File: src/hdl/assert_macros.svh
// Assertion macros used by the parser top level.
`ifndef ASSERT_MACROS_SVH
`define ASSERT_MACROS_SVH

// Same-cycle implication, sampled on clk, off during reset.
`define ASSERT_IMP(lbl, ante, cons) \
    lbl: assert property (@(posedge clk) disable iff (!rst_n) (ante) |-> (cons)) \
        else $error("assertion failed: implication");

// Next-cycle implication, sampled on clk, off during reset.
`define ASSERT_NXT(lbl, ante, cons) \
    lbl: assert property (@(posedge clk) disable iff (!rst_n) (ante) |=> (cons)) \
        else $error("assertion failed: next-cycle implication");

`endif

File: src/hdl/nsp_pkg.sv
// Types, constants and helper functions of the NMEA sentence parser.
package nsp_pkg;

    localparam int MAX_LEN    = 128;
    localparam int MAX_FIELDS = 32;

    localparam int LEN_W   = $clog2(MAX_LEN + 1);
    localparam int FIELD_W = $clog2(MAX_FIELDS);

    localparam logic [7:0] CH_DOLLAR = 8'h24;
    localparam logic [7:0] CH_STAR   = 8'h2A;
    localparam logic [7:0] CH_COMMA  = 8'h2C;
    localparam logic [7:0] CH_CR     = 8'h0D;
    localparam logic [7:0] CH_LF     = 8'h0A;

    localparam int N_TALKERS   = 2;
    localparam int N_SENTENCES = 4;

    localparam logic [7:0] TALKER_TXT [N_TALKERS][2] = '{
        '{8'h49, 8'h4F},            // IO
        '{8'h50, 8'h43}             // PC
    };
    localparam logic [7:0] SENTENCE_TXT [N_SENTENCES][3] = '{
        '{8'h52, 8'h57, 8'h53},     // RWS
        '{8'h52, 8'h52, 8'h53},     // RRS
        '{8'h52, 8'h49, 8'h50},     // RIP
        '{8'h41, 8'h49, 8'h50}      // AIP
    };

    typedef enum logic [2:0] {
        ST_OK           = 3'd0,
        ST_NO_FIELDS    = 3'd1,
        ST_BAD_SUM      = 3'd2,
        ST_BAD_TALKER   = 3'd3,
        ST_BAD_SENTENCE = 3'd4,
        ST_OVERFLOW     = 3'd5
    } status_t;

    typedef struct packed {
        logic                   hunting;
        logic                   cr_seen;
        logic [LEN_W-1:0]       byte_count;
        logic [FIELD_W-1:0]     field_index;
        logic                   in_checksum;
        logic [1:0]             hex_digits;
        logic                   hex_done;
        logic [7:0]             received_sum;
        logic [7:0]             running_xor;
        logic [2:0]             address_pos;
        logic [N_TALKERS-1:0]   talker_hits;
        logic [N_SENTENCES-1:0] sentence_hits;
        logic                   overflowed;
    } parse_state_t;

    typedef struct packed {
        logic       valid;
        logic       is_end;
        logic [4:0] field_number;
        logic [7:0] data_byte;
        status_t    status;
        logic       talker_id;
        logic [1:0] sentence_id;
        logic [4:0] field_count;
        logic       had_checksum;
    } result_t;

    function automatic parse_state_t start_state(input logic hunt);
        parse_state_t s;
        s               = '0;
        s.hunting       = hunt;
        s.talker_hits   = '1;
        s.sentence_hits = '1;
        return s;
    endfunction

    // {is_hex, value}
    function automatic logic [4:0] hex_value(input logic [7:0] c);
        logic [4:0] r;
        r = '0;
        if (c >= 8'h30 && c <= 8'h39)
            r = {1'b1, 4'(c - 8'h30)};
        else if (c >= 8'h61 && c <= 8'h66)
            r = {1'b1, 4'(c - 8'h57)};
        else if (c >= 8'h41 && c <= 8'h46)
            r = {1'b1, 4'(c - 8'h37)};
        return r;
    endfunction

endpackage

File: src/hdl/nmea_sentence_parser.sv
// Top level of the NMEA sentence parser: input register, parse state, result register.
//
//  channel  direction  handshake            payload
//  in       input      in_valid / in_ready  rx_byte
//  out      output     out_valid/out_ready  is_end field_number data_byte status
//                                           talker_id sentence_id field_count had_checksum
//
// One byte per cycle while the result is not stalled; a byte that yields a result
// goes from the input register via the one-pass state update to the result register.
// rst_n clears the valid flags and returns the parse state to hunting for '$'.
// A stalled result holds the pipe; in_ready stays high while the input register
// can drain.
`include "assert_macros.svh"

module nmea_sentence_parser
    import nsp_pkg::*;
(
    input  logic       clk,
    input  logic       rst_n,
    input  logic       in_valid,
    output logic       in_ready,
    input  logic [7:0] rx_byte,
    output logic       out_valid,
    input  logic       out_ready,
    output logic       is_end,
    output logic [4:0] field_number,
    output logic [7:0] data_byte,
    output logic [2:0] status,
    output logic       talker_id,
    output logic [1:0] sentence_id,
    output logic [4:0] field_count,
    output logic       had_checksum
);

    logic         in_valid_reg;
    logic         in_valid_next;
    logic [7:0]   in_byte_reg;
    parse_state_t state_reg;
    parse_state_t state_next;
    parse_state_t step_state;
    result_t      step_res;
    result_t      out_reg;
    logic         out_valid_reg;
    logic         out_valid_next;
    logic         advance;

    nsp_step u_step (
        .rx_byte (in_byte_reg),
        .cur     (state_reg),
        .nxt     (step_state),
        .res     (step_res)
    );

    assign advance   = in_valid_reg && (!out_valid_reg || out_ready);
    assign in_ready  = !in_valid_reg || advance;

    always_comb
    begin
        in_valid_next = in_valid_reg;
        if (in_ready)
            in_valid_next = in_valid;
        state_next = advance ? step_state : state_reg;
        out_valid_next = out_valid_reg && !out_ready;
        if (advance && step_res.valid)
            out_valid_next = 1'b1;
    end

    always_ff @(posedge clk or negedge rst_n)
    begin
        if (!rst_n)
        begin
            in_valid_reg  <= 1'b0;
            out_valid_reg <= 1'b0;
            state_reg     <= start_state(1'b1);
        end
        else
        begin
            in_valid_reg  <= in_valid_next;
            out_valid_reg <= out_valid_next;
            state_reg     <= state_next;
        end
    end

    always_ff @(posedge clk)
    begin
        if (in_ready && in_valid)
            in_byte_reg <= rx_byte;
        if (advance && step_res.valid)
            out_reg <= step_res;
    end

    assign out_valid    = out_valid_reg;
    assign is_end       = out_reg.is_end;
    assign field_number = out_reg.field_number;
    assign data_byte    = out_reg.data_byte;
    assign status       = out_reg.status;
    assign talker_id    = out_reg.talker_id;
    assign sentence_id  = out_reg.sentence_id;
    assign field_count  = out_reg.field_count;
    assign had_checksum = out_reg.had_checksum;

    `ASSERT_NXT(a_end_rehunts, advance && step_res.valid && step_res.is_end, state_reg.hunting)
    `ASSERT_IMP(a_payload_clean, out_valid && !is_end, status == ST_OK && field_count == 5'd0)
    `ASSERT_IMP(a_end_clean, out_valid && is_end, data_byte == 8'd0 && field_number == 5'd0)
    `ASSERT_IMP(a_stall_only, !in_ready, in_valid_reg && out_valid_reg && !out_ready)

endmodule

File: src/hdl/nsp_step.sv
// Per-byte next-state and result logic of the sentence parser.
module nsp_step
    import nsp_pkg::*;
(
    input  logic [7:0]   rx_byte,
    input  parse_state_t cur,
    output parse_state_t nxt,
    output result_t      res
);

    logic [4:0] hex;
    logic       t_ok;
    logic       s_ok;
    logic       tid;
    logic [1:0] sid;
    logic [1:0] spos;
    status_t    st;

    assign hex  = hex_value(rx_byte);
    assign spos = 2'(cur.address_pos - 3'd2);

    always_comb
    begin
        t_ok = (cur.address_pos >= 3'd2) && (cur.talker_hits != '0);
        s_ok = (cur.address_pos >= 3'd5) && (cur.sentence_hits != '0);
        tid  = t_ok && !cur.talker_hits[0];
        sid  = '0;
        if (s_ok)
        begin
            for (int k = N_SENTENCES - 1; k >= 0; k--)
                if (cur.sentence_hits[k])
                    sid = 2'(k);
        end
        if (cur.overflowed)
            st = ST_OVERFLOW;
        else if (cur.field_index == '0 && !cur.in_checksum)
            st = ST_NO_FIELDS;
        else if (cur.in_checksum &&
                 (cur.hex_digits == 2'd0 || cur.received_sum != cur.running_xor))
            st = ST_BAD_SUM;
        else if (!t_ok)
            st = ST_BAD_TALKER;
        else if (!s_ok)
            st = ST_BAD_SENTENCE;
        else
            st = ST_OK;
    end

    always_comb
    begin
        nxt = cur;
        res = '0;
        if (rx_byte == CH_DOLLAR)
            nxt = start_state(1'b0);
        else if (cur.hunting)
            nxt = cur;
        else if (rx_byte == CH_CR)
            nxt.cr_seen = 1'b1;
        else if (rx_byte == CH_LF)
        begin
            if (cur.cr_seen)
            begin
                res.valid        = 1'b1;
                res.is_end       = 1'b1;
                res.status       = st;
                res.talker_id    = tid;
                res.sentence_id  = sid;
                res.field_count  = 5'(cur.field_index);
                res.had_checksum = cur.in_checksum;
                nxt              = start_state(1'b1);
            end
        end
        else
        begin
            nxt.cr_seen = 1'b0;
            if (cur.overflowed)
                nxt.overflowed = 1'b1;
            else if (cur.byte_count >= LEN_W'(MAX_LEN))
                nxt.overflowed = 1'b1;
            else
            begin
                nxt.byte_count = cur.byte_count + 1'b1;
                if (cur.in_checksum)
                begin
                    if (!cur.hex_done)
                    begin
                        if (!hex[4])
                            nxt.hex_done = 1'b1;
                        else
                        begin
                            nxt.received_sum = {cur.received_sum[3:0], hex[3:0]};
                            if (cur.hex_digits != 2'd3)
                                nxt.hex_digits = cur.hex_digits + 2'd1;
                        end
                    end
                end
                else if (rx_byte == CH_STAR)
                    nxt.in_checksum = 1'b1;
                else
                begin
                    nxt.running_xor = cur.running_xor ^ rx_byte;
                    if (rx_byte == CH_COMMA)
                    begin
                        if (cur.field_index == FIELD_W'(MAX_FIELDS - 1))
                            nxt.overflowed = 1'b1;
                        else
                            nxt.field_index = cur.field_index + 1'b1;
                    end
                    else
                    begin
                        if (cur.field_index == '0)
                        begin
                            if (cur.address_pos < 3'd2)
                            begin
                                for (int i = 0; i < N_TALKERS; i++)
                                    if (TALKER_TXT[i][cur.address_pos[0]] != rx_byte)
                                        nxt.talker_hits[i] = 1'b0;
                            end
                            else if (cur.address_pos < 3'd5)
                            begin
                                for (int i = 0; i < N_SENTENCES; i++)
                                    if (SENTENCE_TXT[i][spos] != rx_byte)
                                        nxt.sentence_hits[i] = 1'b0;
                            end
                            if (cur.address_pos != 3'd7)
                                nxt.address_pos = cur.address_pos + 3'd1;
                        end
                        res.valid        = 1'b1;
                        res.field_number = 5'(cur.field_index);
                        res.data_byte    = rx_byte;
                    end
                end
            end
        end
    end

endmodule
File: config.mk
export PLATFORM = sky130hd
export DESIGN_NAME = nmea_sentence_parser
export DESIGN_NICKNAME = d
export VERILOG_FILES = /design/src/hdl/nsp_pkg.sv /design/src/hdl/nmea_sentence_parser.sv /design/src/hdl/nsp_step.sv
export VERILOG_INCLUDE_DIRS = /design/src /design/src/hdl
export SDC_FILE = /design/constraint.sdc
export NUM_CORES = 1
export LEC_CHECK = 0
export BUFFER_PORTS_ARGS = -buffer_cell sky130_fd_sc_hd__buf_2
export CORE_UTILIZATION = 45
export DETAILED_ROUTE_END_ITERATION = 10
export PLACE_DENSITY = 0.63
export SLEW_MARGIN = 5
export SYNTH_ARGS = -nofsm -noshare
export SYNTH_HDL_FRONTEND = slang
export SYNTH_SLANG_ARGS = --single-unit
File: constraint.sdc
create_clock -name clk -period 4.5 [get_ports clk]
set_input_delay 0.45 -clock clk [delete_from_list [all_inputs] [get_ports clk]]
set_output_delay 0.45 -clock clk [all_outputs]
set_load 0.01 [all_outputs]
==> impl_metrics.py, run 1 <==
metrics = {
    "run_status": {
        "status": "complete, no violations",
    },
    "synthesis": {
        "postSynthCellCount": 431,
        "synth_edf_count": 34,
        "ys_ff_latch": 81,
        "ys_seq_area_frac": 0.482,
        "synthFlopType": "dfrtp_1",
        "async_flop_share": 0.580,
        "synth_area_um2": 4570,
        "synth_cell_types": 64,
        "yosysWarnings": 0,
        "syn-num-nets": 461,
        "syn_avg_cell_area_um2": 10.6,
    },
    "clocking": {
        "clk_path_buf_depth": 2,
        "root_buffer": "clkbuf_8",
        "clkTransAtPathRegs_ps": 90,
        "hold_buffers": 0,
        "h-tree-depth": 3,
        "cts-resized-gates": 0,
        "clk_latency_ps": 370,
        "cts_setup_buffers": 0,
        "cts_tree": "yes",
        "cts_num_sinks": 81,
        "cts_buffers": 9,
    },
    "min_path": {
        "min_to": "in_byte_reg[4]",
        "hp-start": "rx_byte[4]",
        "whs_path_depth": 1,
        "hold_class": "in -> reg",
    },
    "sta": {
        "fmax_mhz": 301,
        "tightest_slew_ps": 1160,
        "setup-violations-final": 0,
        "timing.final.crit_share": 0.739,
        "rsz0062_at_grt": "no",
        "slew_headroom": 0.218,
        "hold_ws_ps": 243,
        "finalSetupTns_ps": 0,
        "finalHoldViolations": 0,
        "skew_ps": 12.1,
        "period_needed_ps": 3330,
        "drv_slew": 0,
    },
    "floorplan": {
        "core_um2": 9820,
        "die_h_um": 103,
        "die_area_um2": 10600,
        "initial_core_util": 0.466,
        "pin_count": 40,
        "die_w_um": 103,
        "row_count": 36,
    },
    "grt": {
        "grt.overflow.total": 0,
        "gr-usage-all-layers": 0.210,
        "grt_pass1_wl_mm": 16.5,
        "grt_max_degree": 48,
        "antenna_found_initial": 0,
        "grt_pass1_vias": 3160,
    },
    "worst_setup_path": {
        "worstRegToRegCells": 7,
        "cp_slowest_cell": "nor3_2",
        "crit_path_start_kind": "register",
        "crit_arrival_ps": 3630,
        "path_max_fanout": 15,
        "setup.worst_path.start": "in_byte_reg[0]",
        "r2r_start": "in_byte_reg[0]",
        "critPathMaxStageDelay_ps": 870,
        "ff2ff_setup_slack_ps": 1170,
        "crit_required_ps": 4810,
        "end_kind": "register",
        "r2r_end": "state_reg[4]",
        "critPathKind": "reg -> reg",
        "crit_chain": "inv_1 > ha_1 > nand4bb_1 > nor2_2 > nor3_1 > nor3_2 > a221o_1",
    },
    "final_layout": {
        "multi_input_area_um2": 2130,
        "drive_gt1_frac": 0.198,
        "instances_no_fill": 602,
        "seq_area_um2": 2210,
        "fillCellCount": 928,
        "syn2layout_area_growth_pct": 10.7,
        "antennaDiodeCount": 0,
        "nets": 494,
        "finalCoreUtilization": 0.516,
        "largest_reg_flops": 45,
        "post-route-cell-area_um2": 5060,
    },
    "routing": {
        "firstDrtPassIters": 4,
        "drt-wirelength-per-cell_um": 16.9,
        "vias_per_cell": 5.63,
        "drc": 0,
        "vias": 3390,
        "drtAntennaViolNets": 0,
        "drtIter0Drc": 307,
        "drt-total-wl_mm": 10.2,
    },
    "pwr": {
        "ir_drop_v": 0.000168,
        "leakage_uw": 0.00212,
        "power.density_nw_per_um2": 400,
    },
    "placement": {
        "place_congestion": 0.872,
        "numPortBuffers": 39,
        "placed_cells": 586,
        "place_hpwl_mm": 7.32,
        "place_area_um2": 4840,
    },
    "flow_run": {
        "maxCapViolCount": 0,
    },
}
==> cell usage in the layout, fill, tap and decap left out, drive strengths merged, types with 3 or more instances in the layout <==
master,n
edfxtp,34
or3,6
a21oi,17
a211oi,12
a211o,6
nand4,4
xnor2,8
nor3,21
dfstp,7
buf,43
dfrtp,40
inv,31
or2,5
clkinv,3
and3,6
nand2,22
clkbuf,10
o2bb2ai,4
o21a,5
xor2,12
nor4,9
nor3b,4
ha,18
and2,14
o31ai,10
nand2b,4
a221o,4
a2111oi,3
nand3b,3
or4,5
mux2i,18
nor2,25
o21ai,11
nand3,21
==> how the worst max path moves through the flow <==
stage	slack [ps]	end
after detailed placement	1230	state_reg[2]
after CTS	1180	state_reg[4]
after global routing	950	state_reg[4]
final	1170	state_reg[4]
after floorplan	520	data_byte[0]
after global placement	1340	state_reg[3]
==> routing by layer <==
| layer | wire length [um] | track usage | vias up |
|---|---|---|---|
| li1 | - | - | 1639 |
| met1 | 4860 | 0.292 | 1629 |
| met2 | 4560 | 0.316 | 108 |
| met3 | 574 | 0.0414 | 14 |
| met4 | 156 | 0.0975 | 0 |
| met5 | 0 | 0 | - |
==> Yosys cell counts (all sizes together) (4+ instances only) <==
master / number / area, um^2
a211oi: 12 / 95.1
inv: 30 / 113
xnor2: 8 / 70.1
or4: 5 / 45.0
or2: 5 / 31.3
and3: 6 / 37.5
ha: 18 / 225
buf: 11 / 87.6
edfxtp: 34 / 1020
nand3: 21 / 105
o21a: 5 / 38.8
nor3b: 4 / 40.0
nor2: 25 / 96.4
and2: 14 / 87.6
nand2: 22 / 82.6
o31ai: 10 / 75.1
nand2b: 4 / 25.0
mux2i: 18 / 180
a211o: 6 / 52.6
or3: 6 / 37.5
nand4: 4 / 25.0
nor3: 21 / 143
nor4: 9 / 56.3
o2bb2ai: 4 / 35.0
a21oi: 17 / 92.6
dfstp: 7 / 184
dfrtp: 40 / 1000
clkbuf: 10 / 37.5
o21ai: 11 / 58.8
xor2: 12 / 105
a221o: 4 / 40.0
==> power breakdown <==
group	internal (uW)	switching [uW]
Clock	315	280
Sequential	896	112
Combinational	183	240
==> kinds of logic after synthesis <==
kind of cell,after synthesis,share of synthesized area
AOI/OAI and AO/OA,82,0.129
xor gates and xnor gates,20,0.0383
adders and majority gates,18,0.0493
buffers and inverters,51,0.0520
DFF,81,0.482
muxes,20,0.0443
and+or+nand+nor,159,0.204
==> through the flow <==
step                setup WS [ps]  power (uW)
floorplan                     519        1310
global placement             1340        1440
detailed placement           1230        1450
CTS                          1180        2040
global route                  947        2140
finish                       1170        2030
==> worst max-delay path, delay by kind of cell, from the launching register on <==
family | cells | cell delay (ps)
compound gates | 1 | 230
flops | 1 | 620
fa+ha+maj | 1 | 250
buf+inv | 1 | 290
simple gates | 4 | 1870
==> cell type report <==
class | count | area share
Sequential cell | 81 | 0.436
Multi-Input combinational cell | 299 | 0.421
Timing Repair Buffer | 43 | 0.0445
Tap cell | 133 | 0.0329
Clock buffer | 10 | 0.0252
Inverter | 30 | 0.0222
Clock inverter | 6 | 0.0180
Note: power is estimated with default switching activity, not from simulation.
==> inputs of run 2 (changes only) <==
Settings changed: ABC_AREA set to 1.
Clock period 4.5 ns to 3.3 ns, I/O delays scaled along.
==> run 2 against run 1 <==
Power is 6.8% higher. Register-to-register slack got worse by 690 ps. Via count up 28%. Sequential share of layout area is 3.7 points lower. Critical endpoint is now state_reg[31]. Cell count up 37%.
==> impl_metrics.py, run 2 <==
metrics = {
    "run_status": {
        "status": "complete, no violations",
    },
    "sta": {
        "hold_ws_ps": 140,
        "setup-violations-final": 0,
        "finalSetupTns_ps": 0,
        "skew_ps": 8.40,
        "slew_headroom": 0.251,
        "drv_slew": 0,
        "finalHoldViolations": 0,
        "fmax_mhz": 355,
        "tightest_slew_ps": 1120,
        "rsz0062_at_grt": "no",
        "period_needed_ps": 2820,
        "timing.final.crit_share": 0.855,
    },
    "pwr": {
        "p_comb_frac": 0.099,
        "clkPwrFrac": 0.386,
        "leakage_uw": 0.00271,
        "power.density_nw_per_um2": 391,
        "ir_drop_v": 0.000175,
        "switchingPower_uw": 563,
        "internal_power_uw": 1600,
        "swShare": 0.260,
        "pwr-share-seq": 0.515,
    },
    "worst_setup_path": {
        "crit_path_start_kind": "register",
        "path_max_fanout": 15,
        "path_buf_inv": 2,
        "path_delay_family": "simple AND/OR/NAND/NOR gates",
        "crit_arrival_ps": 3080,
        "cp_slowest_cell": "edfxtp_1",
        "crit_required_ps": 3560,
        "crit_chain": "inv_1 > ha_1 > nand3_2 > inv_1 > nand2_2 > a21oi_2 > nand3_2 > nor2_2 > nand2_2 > nand2_1 > nand2_1",
        "critPathMaxStageDelay_ps": 540,
        "end_kind": "register",
        "critPathKind": "reg -> reg",
    },
    "flow_run": {
        "maxCapViolCount": 0,
    },
    "clocking": {
        "clkTransAtPathRegs_ps": 90,
        "cts_buffers": 9,
        "cts_tree": "yes",
        "clk_path_buf_depth": 2,
        "cts_num_sinks": 81,
        "h-tree-depth": 3,
        "root_buffer": "clkbuf_8",
        "hold_buffers": 0,
        "cts_setup_buffers": 0,
        "cts-resized-gates": 0,
        "clk_latency_ps": 370,
    },
    "grt": {
        "grt_max_degree": 48,
        "grt_pass1_vias": 4296,
        "antenna_found_initial": 0,
        "gr-usage-all-layers": 0.233,
        "grt_pass1_wl_mm": 20.8,
        "grt.overflow.total": 0,
    },
    "final_layout": {
        "drive_gt1_frac": 0.161,
        "mostFrequentLayoutCells": "nand2_1, nor2_1, inv_1",
        "syn2layout_area_growth_pct": 10.4,
        "antennaDiodeCount": 0,
        "fillCellCount": 1050,
        "nets": 710,
        "final_common_cell": "nand2_1",
        "largest_reg_flops": 45,
    },
    "floorplan": {
        "row_count": 38,
        "die_w_um": 108,
        "die_area_um2": 11600,
        "pin_count": 40,
        "initial_core_util": 0.462,
        "core_um2": 10800,
        "die_h_um": 108,
    },
    "placement": {
        "numPortBuffers": 39,
        "place_hpwl_mm": 8.89,
        "place_congestion": 0.886,
    },
    "synthesis": {
        "syn-num-nets": 672,
        "synth_cell_types": 40,
        "yosys-top-cells-area": "edfxtp_1, dfrtp_1, nand2_1, nor2_1, inv_1",
        "synthFlopType": "dfrtp_1",
        "yosysTopAreaCell": "edfxtp_1",
        "postSynthCellCount": 642,
        "netlist_top_cells_count": "nand2_1, nor2_1, inv_1, nand3_1, dfrtp_1",
        "ys_seq_area_frac": 0.440,
        "syn_avg_cell_area_um2": 7.81,
        "ys_ff_latch": 81,
        "async_flop_share": 0.580,
        "yosysMostFrequentCell": "nand2_1",
        "yosysWarnings": 0,
        "synth_area_um2": 5010,
        "synth_edf_count": 34,
        "synth_top_cell_area_share": 0.204,
    },
    "routing": {
        "drc": 0,
        "vias": 4352,
        "drt-total-wl_mm": 12.1,
        "drt-wirelength-per-cell_um": 14.7,
        "drtIter0Drc": 276,
        "firstDrtPassIters": 5,
        "drtAntennaViolNets": 0,
        "vias_per_cell": 5.28,
    },
    "min_path": {
        "hold_class": "in -> reg",
    },
}
==> run 2: cell count changes in the layout (fill, tap and decap cells not counted), sizes merged, moves of 12 or more <==
cell	previous run	this run
and2	14	0
mux2i	18	0
nand2	22	198
nor2	25	91
a211oi	12	0
nand3	21	51
nand4	4	27
inv	31	75
==> run 2: final cells by class <==
cell class | count | area [um^2] | area share
Clock buffer | 13 | 159 | 0.0287
Clock inverter | 3 | 63.8 | 0.0115
Inverter | 76 | 290 | 0.0525
Multi-Input combinational cell | 468 | 2410 | 0.435
Sequential cell | 81 | 2210 | 0.399
Tap cell | 140 | 175 | 0.0317
Timing Repair Buffer | 44 | 233 | 0.0421
==> run 2: kinds of logic after synthesis <==
logic type,Yosys count,synth area share
AO/OA/AOI/OAI,47,0.0567
adder cells (fa/ha/maj),18,0.0449
AND/OR/NAND/NOR,394,0.363
XOR/XNOR,9,0.0157
buffers and inverters,93,0.0796
flip-flops,81,0.440
==> run 2: per-stage QoR <==
stage	power [uW]	instances	setup slack, ps	area [um^2]	util
2_1_floorplan	1280	642	703	5010	-
3_3_place_gp	1350	809	668	5310	0.490
3_5_place_dp	1350	809	493	5310	0.490
4_1_cts	2180	825	484	5530	0.511
5_1_grt	2250	825	158	5530	0.511
6_report	2160	825	480	5530	0.511
==> run 2: worst paths after layout <==
| path | startpoint | to | slack, ps | cells after the start |
|---|---|---|---|---|
| setup / recovery | in_byte_reg[1] | state_reg[31] | 480 | 11 |
| hold / removal | rx_byte[5] | in_byte_reg[5] | 140 | 1 |
| setup reg to reg | in_byte_reg[1] | state_reg[31] | 480 | 11 |
| hold reg to reg | state_reg[1] | state_reg[1] | 480 | 2 |
| max in group asynchronous | rst_n | state_reg[35] | 2430 | 1 |
| min in group asynchronous | rst_n | state_reg[8] | 180 | 1 |
==> run 2: worst register-to-register path, delay by kind of cell (launching register included) <==
kind | cells | cell delay, ps
and+or+nand+nor | 7 | 1170
adders and majority gates | 1 | 270
AOI/OAI and AO/OA | 1 | 370
DFF | 1 | 540
buffers and inverters | 2 | 370
==> run 2: power by group through the flow <==
| stage | sequential, uW | combinational, uW | clock (uW) |
|---|---|---|---|
| after floorplan | 1110 | 170 | 0 |
| after global placement | 1130 | 211 | 0 |
| after detailed placement | 1140 | 211 | 0 |
| after CTS | 1110 | 213 | 853 |
| after global routing | 1120 | 239 | 893 |
| final | 1110 | 213 | 836 |
==> run 2: metal layers <==
metal	track usage	vias to the layer above	share of wire
li1	-	2151	-
met1	0.312	2064	0.46
met2	0.375	121	0.47
met3	0.0436	16	0.049
met4	0.0841	0	0.021
met5	0	-	0
==> inputs of run 3 (changes only) <==
Settings changed: GPL_TIMING_DRIVEN set to 0.
Clock period 3.3 ns to 3.55 ns, I/O delays scaled along.
==> run 3 against run 2 <==
Power is 15% lower. Flip-flop and latch count stayed put. Clock power is 29% lower. Sequential power is 8% lower. Critical endpoint is now data_byte[2]. Largest power group unchanged.
==> impl_metrics.py, run 3 (synthesized netlist as in run 2, its figures left out) <==
metrics = {
    "run_status": {
        "status": "complete, no violations",
    },
    "floorplan": {
        "initial_core_util": 0.462,
        "die_h_um": 108,
        "die_w_um": 108,
        "core_um2": 10800,
        "row_count": 38,
        "pin_count": 40,
        "die_area_um2": 11600,
    },
    "flow_run": {
        "maxCapViolCount": 0,
    },
    "worst_setup_path": {
        "crit_arrival_ps": 3090,
        "crit_path_start_kind": "register",
        "path_max_fanout": 26,
        "end_kind": "register",
        "worstRegToRegCells": 10,
        "crit_required_ps": 3480,
        "ff2ff_setup_slack_ps": 400,
        "critPathKind": "reg -> reg",
    },
    "final_layout": {
        "post-route-cell-area_um2": 5550,
        "nets": 722,
        "syn2layout_area_growth_pct": 10.7,
        "fillCellCount": 1085,
        "antennaDiodeCount": 0,
        "drive_gt1_frac": 0.166,
        "instances_no_fill": 837,
        "final_common_cell": "nand2_1",
        "mostFrequentLayoutCells": "nand2_1, nor2_1, inv_1",
        "largest_reg_flops": 45,
    },
    "pwr": {
        "power.density_nw_per_um2": 332,
        "leakage_uw": 0.00271,
        "finalPower_uw": 1840,
        "ir_drop_v": 0.000185,
    },
    "grt": {
        "grt_pass1_wl_mm": 20.5,
        "antenna_found_initial": 0,
        "grt.overflow.total": 0,
        "grt_pass1_vias": 4174,
        "gr-usage-all-layers": 0.230,
        "grt_max_degree": 48,
    },
    "sta": {
        "fmax_mhz": 317,
        "setup-violations-final": 0,
        "finalHoldViolations": 0,
        "drv_slew": 0,
        "finalSetupTns_ps": 0,
        "timing.final.crit_share": 0.889,
        "tightest_slew_ps": 1110,
        "slew_headroom": 0.258,
        "skew_ps": 8.81,
        "rsz0062_at_grt": "no",
        "period_needed_ps": 3150,
    },
    "placement": {
        "place_congestion": 0.857,
        "numPortBuffers": 39,
        "place_area_um2": 5380,
        "placed_cells": 821,
        "place_hpwl_mm": 8.97,
    },
    "routing": {
        "drtIter0Drc": 269,
        "drt-total-wl_mm": 12.1,
        "drc": 0,
        "firstDrtPassIters": 6,
        "vias_per_cell": 5.20,
        "drt-wirelength-per-cell_um": 14.4,
        "vias": 4349,
        "drtAntennaViolNets": 0,
    },
    "clocking": {
        "clk_path_buf_depth": 2,
        "clkTransAtPathRegs_ps": 80,
        "clk_latency_ps": 360,
        "cts_num_sinks": 81,
        "h-tree-depth": 3,
        "cts_tree": "yes",
        "cts_buffers": 9,
        "root_buffer": "clkbuf_8",
    },
    "min_path": {
        "whs_path_depth": 1,
        "hold_class": "in -> reg",
    },
}
## run 3: changes by cell type in the layout (fill, tap and decap cells not counted), sizes merged
cell,previous run,this run
bufinv,2,0
clkinv,2,5
clkbuf,13,17
buf,44,49
clkinvlp,0,2
## run 3: layout make-up
class | instances | area, um^2 | area share
Timing Repair Buffer | 39 | 195 | 0.0352
Tap cell | 140 | 175 | 0.0316
Inverter | 76 | 294 | 0.0530
Clock buffer | 10 | 128 | 0.0230
Sequential cell | 81 | 2210 | 0.398
Buffer | 17 | 109 | 0.0196
Clock inverter | 6 | 33.8 | 0.00609
Multi-Input combinational cell | 468 | 2410 | 0.434
## run 3: critical path, stage by stage, from the launching register on
cell	delay, ps
edfxtp_1	420
buf_2	220
clkinv_1	220
ha_1	220
nand3_2	140
nor2_4	280
nand2_1	190
nand4_1	120
nor2_1	40
o21ai_0	210
clkinvlp_4	660
## run 3: path summary, 6_finish.rpt
path | start | endpoint
max reg2reg | in_byte_reg[0] | data_byte[2]
min in group asynchronous | rst_n | state_reg[9]
min | rx_byte[6] | in_byte_reg[6]
max in group asynchronous | rst_n | state_reg[34]
max | in_byte_reg[0] | data_byte[2]
min reg2reg | state_reg[3] | state_reg[3]
## run 3: per-layer routing
| layer | routed length [um] | global-route usage | vias to the layer above |
|---|---|---|---|
| li1 | - | - | 2182 |
| met1 | 5460 | 0.307 | 2028 |
| met2 | 5760 | 0.380 | 124 |
| met3 | 673 | 0.0321 | 15 |
| met4 | 184 | 0.0822 | 0 |
| met5 | 0 | 0 | - |
## run 3: per-stage QoR
stage	utilization	hold WS, ps	setup slack [ps]
global placement	0.497	459	315
CTS	0.511	162	263
floorplan	-	59.4	953
global route	0.512	151	80.9
finish	0.512	171	395
detailed placement	0.497	463	270
## run 3: power breakdown
part / leakage (uW) / internal [uW] / switching, uW
Clock: 0.0000815 / 250 / 345
Combinational: 0.00166 / 61.0 / 163
Sequential: 0.000964 / 998 / 22.6
Total: 0.00271 / 1310 / 531
## run 3: what timing repair did
item / CTS / global route
setup endpoints to repair: 0 / 26
buffers inserted: 0 / 0
hold buffers: 0 / 0
gates resized for setup: 0 / 1
